$ cat config.mk
export PLATFORM = sky130hd
export DESIGN_NAME = eppk_ctrl
export DESIGN_NICKNAME = d
export VERILOG_FILES = /design/src/eppk_pkg.sv /design/src/eppk_ctrl.sv
export SDC_FILE = /design/constraint.sdc
export NUM_CORES = 1
export LEC_CHECK = 0
export ABC_CLOCK_PERIOD_IN_PS = 3140
export BUFFER_PORTS_ARGS = -buffer_cell sky130_fd_sc_hd__buf_2
export CELL_PAD_IN_SITES_DETAIL_PLACEMENT = 2
export CELL_PAD_IN_SITES_GLOBAL_PLACEMENT = 2
export CORE_MARGIN = 8
export CORE_UTILIZATION = 21
export CTS_CLUSTER_DIAMETER = 100
export DETAILED_ROUTE_END_ITERATION = 7
export GPL_TIMING_DRIVEN = 0
export PLACE_DENSITY_LB_ADDON = 0.15
export SYNTH_ARGS = -nofsm -noshare
export SYNTH_HDL_FRONTEND = slang
export SYNTH_SLANG_ARGS = --single-unit
$ cat constraint.sdc
create_clock -name clk -period 3.14 [get_ports clk]
set_input_delay 0.157 -clock clk [delete_from_list [all_inputs] [get_ports clk]]
set_output_delay 0.157 -clock clk [all_outputs]
set_load 0.05 [all_outputs]
$ cat src/eppk_pkg.sv
// ----------------------------------------------------------------------------
// eppk_pkg: shared types and constants of the two-plane pixel packer
// Item codes, register indexes, controller states and the command and status
// groups between the controller and the datapath.
// ----------------------------------------------------------------------------
package eppk_pkg;

	// item codes
	localparam logic [1:0] CMD_WRITE        = 2'd0;
	localparam logic [1:0] CMD_READ         = 2'd1;
	localparam logic [1:0] CMD_REFRESH_DONE = 2'd2;

	// register indexes
	localparam logic [1:0] REG_WIDTH       = 2'd0;
	localparam logic [1:0] REG_HEIGHT      = 2'd1;
	localparam logic [1:0] REG_ORIENTATION = 2'd2;

	// panel limits and fixed values
	localparam int MAX_WIDTH  = 176;
	localparam int MAX_HEIGHT = 296;
	localparam logic [7:0]  WIDTH_RESET  = 8'd128;
	localparam logic [8:0]  HEIGHT_RESET = 9'd296;
	localparam logic [16:0] COUNT_MAX    = 17'h1FFFF;
	localparam logic [7:0]  BLACK_RESET  = 8'hFF;
	localparam logic [7:0]  RED_RESET    = 8'h00;
	localparam logic [7:0]  MSB_MASK     = 8'h80;

	typedef enum logic [2:0] {
		ST_CLEAR,
		ST_IDLE,
		ST_MUL,
		ST_SUM,
		ST_RD,
		ST_MOD,
		ST_EMIT
	} ctrl_state_t;

	// controller to datapath
	typedef struct packed {
		logic accept;    // capture the input item
		logic mul_addr;  // multiply the address terms
		logic calc_sum;  // form the byte address, multiply the panel area
		logic rd;        // read both planes at the byte address
		logic wr;        // write back the modified bytes
		logic clr_wr;    // write one entry of the clearing pass
		logic emit;      // finish the item: update counts, load the result
	} dp_cmd_t;

	// datapath to controller
	typedef struct packed {
		logic is_read;
		logic area_last;
		logic clr_last;
		logic out_free;
	} dp_stat_t;

endpackage

$ cat src/eppk_ctrl.sv
// ----------------------------------------------------------------------------
// eppk_ctrl: sequencer of the pixel packer
// Steps a write through address calculation, plane read-modify-write and
// delivery; a read through plane read and delivery. Clears planes after reset.
// ----------------------------------------------------------------------------
module eppk_ctrl import eppk_pkg::*; (
	input  logic       clk,
	input  logic       arst_n,
	input  logic       in_valid,
	input  logic [1:0] cmd,
	input  dp_stat_t   stat,
	output logic       in_stall,
	output dp_cmd_t    ctl
);

	ctrl_state_t state_q, state_d;
	logic        need_result;

	assign need_result = stat.is_read || stat.area_last;

	always_ff @(posedge clk or negedge arst_n) begin
		if (!arst_n) begin
			state_q <= ST_CLEAR;
		end else begin
			state_q <= state_d;
		end
	end

	always_comb begin
		state_d = state_q;
		case (state_q)
			ST_CLEAR: begin
				if (stat.clr_last) state_d = ST_IDLE;
			end
			ST_IDLE: begin
				if (in_valid) begin
					if (cmd == CMD_WRITE) state_d = ST_MUL;
					else if (cmd == CMD_READ) state_d = ST_RD;
				end
			end
			ST_MUL:  state_d = ST_SUM;
			ST_SUM:  state_d = ST_RD;
			ST_RD:   state_d = stat.is_read ? ST_EMIT : ST_MOD;
			ST_MOD:  state_d = ST_EMIT;
			ST_EMIT: begin
				if (!need_result || stat.out_free) state_d = ST_IDLE;
			end
			default: state_d = ST_CLEAR;
		endcase
	end

	always_comb begin
		ctl      = '0;
		in_stall = 1'b1;
		case (state_q)
			ST_CLEAR: ctl.clr_wr = 1'b1;
			ST_IDLE: begin
				in_stall   = 1'b0;
				ctl.accept = in_valid;
			end
			ST_MUL:  ctl.mul_addr = 1'b1;
			ST_SUM:  ctl.calc_sum = 1'b1;
			ST_RD:   ctl.rd = 1'b1;
			ST_MOD:  ctl.wr = 1'b1;
			ST_EMIT: ctl.emit = !need_result || stat.out_free;
			default: ctl = '0;
		endcase
	end

endmodule

==> impl_metrics.toml <==
[clock_tree]
root_buffer = "clkbuf_4"
clk_latency_ps = 230
ctsLongestPathBuffers = 2
htree_levels = 1
post_cts_resized = 0
clock-sinks = 3
cts_setup_buffers = 0
hold_buffers = 1
cts_tree = "yes"
cts_buffers = 3
path_clk_slew_ps = 40

[synthesis]
synth_area_leaders = "dfrtp_1 27%, nor3b_1 5.4%, o21a_1 5.4%"
synth_seq_area_share_pct = 27.1
netlist_instances = 34
ys_types = 25
async_flop_share_pct = 100
synth_edf_count = 0
yosysWarnings = 0
synth-main-ff-cell = "dfrtp_1"
ys_seq_elements = 3
synth_nets = 43
yosysTopAreaCell = "dfrtp_1"
synth_area_um2 = 277
synth_top_area_share_pct = 27.1
avgSynthCellArea_um2 = 8.13

[grt]
grt_max_degree = 11
grt_util_all_layers_pct = 7.09
grt_pass1_wl_um = 1500
grt_overflow = 0
antenna_found_initial = 0
grt_pass1_vias = 358

[worst_setup_path]
cp-start-kind = "register"
crit_chain = "clkbuf_1 > and3_2 > buf_2"
critPathMaxStageDelay_ps = 440
cp.arrival_ps = 1490
crit_buf_inv = 2
worst_path_dominant_cell_family = "buffers and inverters"
critPathSlowestCell = "dfrtp_1"
critPathCaptureType = "primary output"
critPathMaxFanout = 10
crit_required_ps = 2980
path_class = "reg -> out"

[sta]
hold_viol = 0
maxSlewHeadroom_pct = 76.4
rsz0062_at_grt = "no"
period_share_pct = 52.3
period_needed_ps = 1640
hold-worst-slack_ps = 259
slew_violations = 0
fmax_mhz = 609
setup_viol = 0
worstMarginPinSlew_ps = 353
setup_tns_ps = 0
finalClockSkew_ps = 3.65

[power]
seq_power_share_pct = 17.9
p_leak_nw = 0.207
switching_power_mw = 0.273
ir_drop_mv = 0.377
p_sw_share_pct = 56.6
p_per_area_nw_per_um2 = 1170
p_comb_share_pct = 68.6
clkPwrFrac_pct = 13.6
internal_power_mw = 0.209

[floorplanning]
die_x_um = 52.3
dieHeight_um = 52.3
rows = 13
core-area_um2 = 1270
io_pins = 17
die_area_um2 = 2730
initial_core_util_pct = 21.8

[job]
maxCapViolCount = 0

[routing]
drt_iter0_markers = 1
wl_per_cell_um = 13.6
drc = 0
firstDrtPassIters = 2
drt_wl_total_um = 950
ant_nets = 0
via_per_inst = 4.83
dr_total_vias = 338

[finish]
largestRegisters = "state_q: 3 flops"
areaGrowthSynthToFinish_pct = 48.9
largest_reg_flops = 3
regMostFlops = "state_q"
n_antenna_cell = 0
nets = 65
drive_gt1_share_pct = 41.8
stdcell_count = 70

[placed_design]
gp_congestion = 0.744
place_inst = 65
hpwl_um = 809
numPortBuffers = 16

[outcome]
outcome = "complete, no violations"

[min_path]
hold_class = "in -> async"
## final cells by class
type,instances,area (µm²)
repair buffers,17,90.1
inverters,2,7.51
multi-input cells,27,185
fillers,161,857
plain buffers,2,8.76
flip-flops and latches,3,75.1
well taps,15,18.8
clock buffers,4,26.3
## per-layer routing
layer | share of wire, % | vias up | global-route usage [%]
met5 | 0 | - | 0
met4 | 0 | 0 | 3.88
met3 | 11 | 0 | 2.84
met2 | 48 | 11 | 12.5
met1 | 41 | 157 | 6.87
li1 | - | 170 | -
## synthesized netlist by cell type (2+ instances only)
master and count:
dfrtp_1 3, and3_1 2, inv_1 2, nand2_1 2, nor2_1 2, nor3_1 2
nor3b_1 2, o21a_1 2
## final timing paths
check,start,end,slack (ps),depth (start not counted)
min,arst_n,state_q[0],260,2
max,state_q[0],ctl[2],1500,3
max reg2reg,state_q[2],state_q[0],1680,3
min reg2reg,state_q[2],state_q[1],700,2
max in group asynchronous,arst_n,state_q[2],2770,2
min in group clk,stat[0],state_q[1],340,3
## metrics by stage
stage	utilization, %	area (µm²)	power (mW)	worst slack, ps
4_1_cts	32.4	412	0.494	1450
2_1_floorplan	-	277	0.341	1060
5_1_grt	32.4	412	0.520	1360
3_3_place_gp	29.6	375	0.415	1690
3_5_place_dp	29.6	375	0.422	1680
6_report	32.4	412	0.482	1500
## placed cells by master (no fill, tap or decap), drive strengths merged
master / count
nor3: 2
or3: 1
buf: 17
a21oi: 1
o2111ai: 1
a211oi: 1
nor3b: 2
nor2b: 1
o21bai: 1
clkbuf: 5
o32a: 1
nand2: 2
o32ai: 1
and3: 3
and3b: 1
or2: 1
inv: 2
nor2: 2
a21bo: 1
o21ai: 1
o21a: 2
dfrtp: 3
mux2: 1
dlygate4sd3: 1
nor4b: 1
## worst register-to-register path: cells and delay by family, from the launching register on
family             cells  cell delay (ps)
and+or+nand+nor        1              290
DFF                    1              450
muxes                  1              260
AOI/OAI and AO/OA      1              350
## power by group through the flow
stage / Sequential (mW) / Clock [mW] / Combinational (mW)
global route: 0.0918 / 0.0720 / 0.356
finish: 0.0861 / 0.0654 / 0.330
global placement: 0.0858 / 0 / 0.329
floorplan: 0.0760 / 0 / 0.265
CTS: 0.0869 / 0.0702 / 0.337
detailed placement: 0.0877 / 0 / 0.334
## kinds of logic after synthesis
| family | share of synthesized area, % |
|---|---|
| and+or+nand+nor | 34.8 |
| AOI/OAI and AO/OA | 28.1 |
| buffers and inverters | 5.88 |
| DFF | 27.1 |
| muxes | 4.07 |
Power figures use the tool's default switching activity.
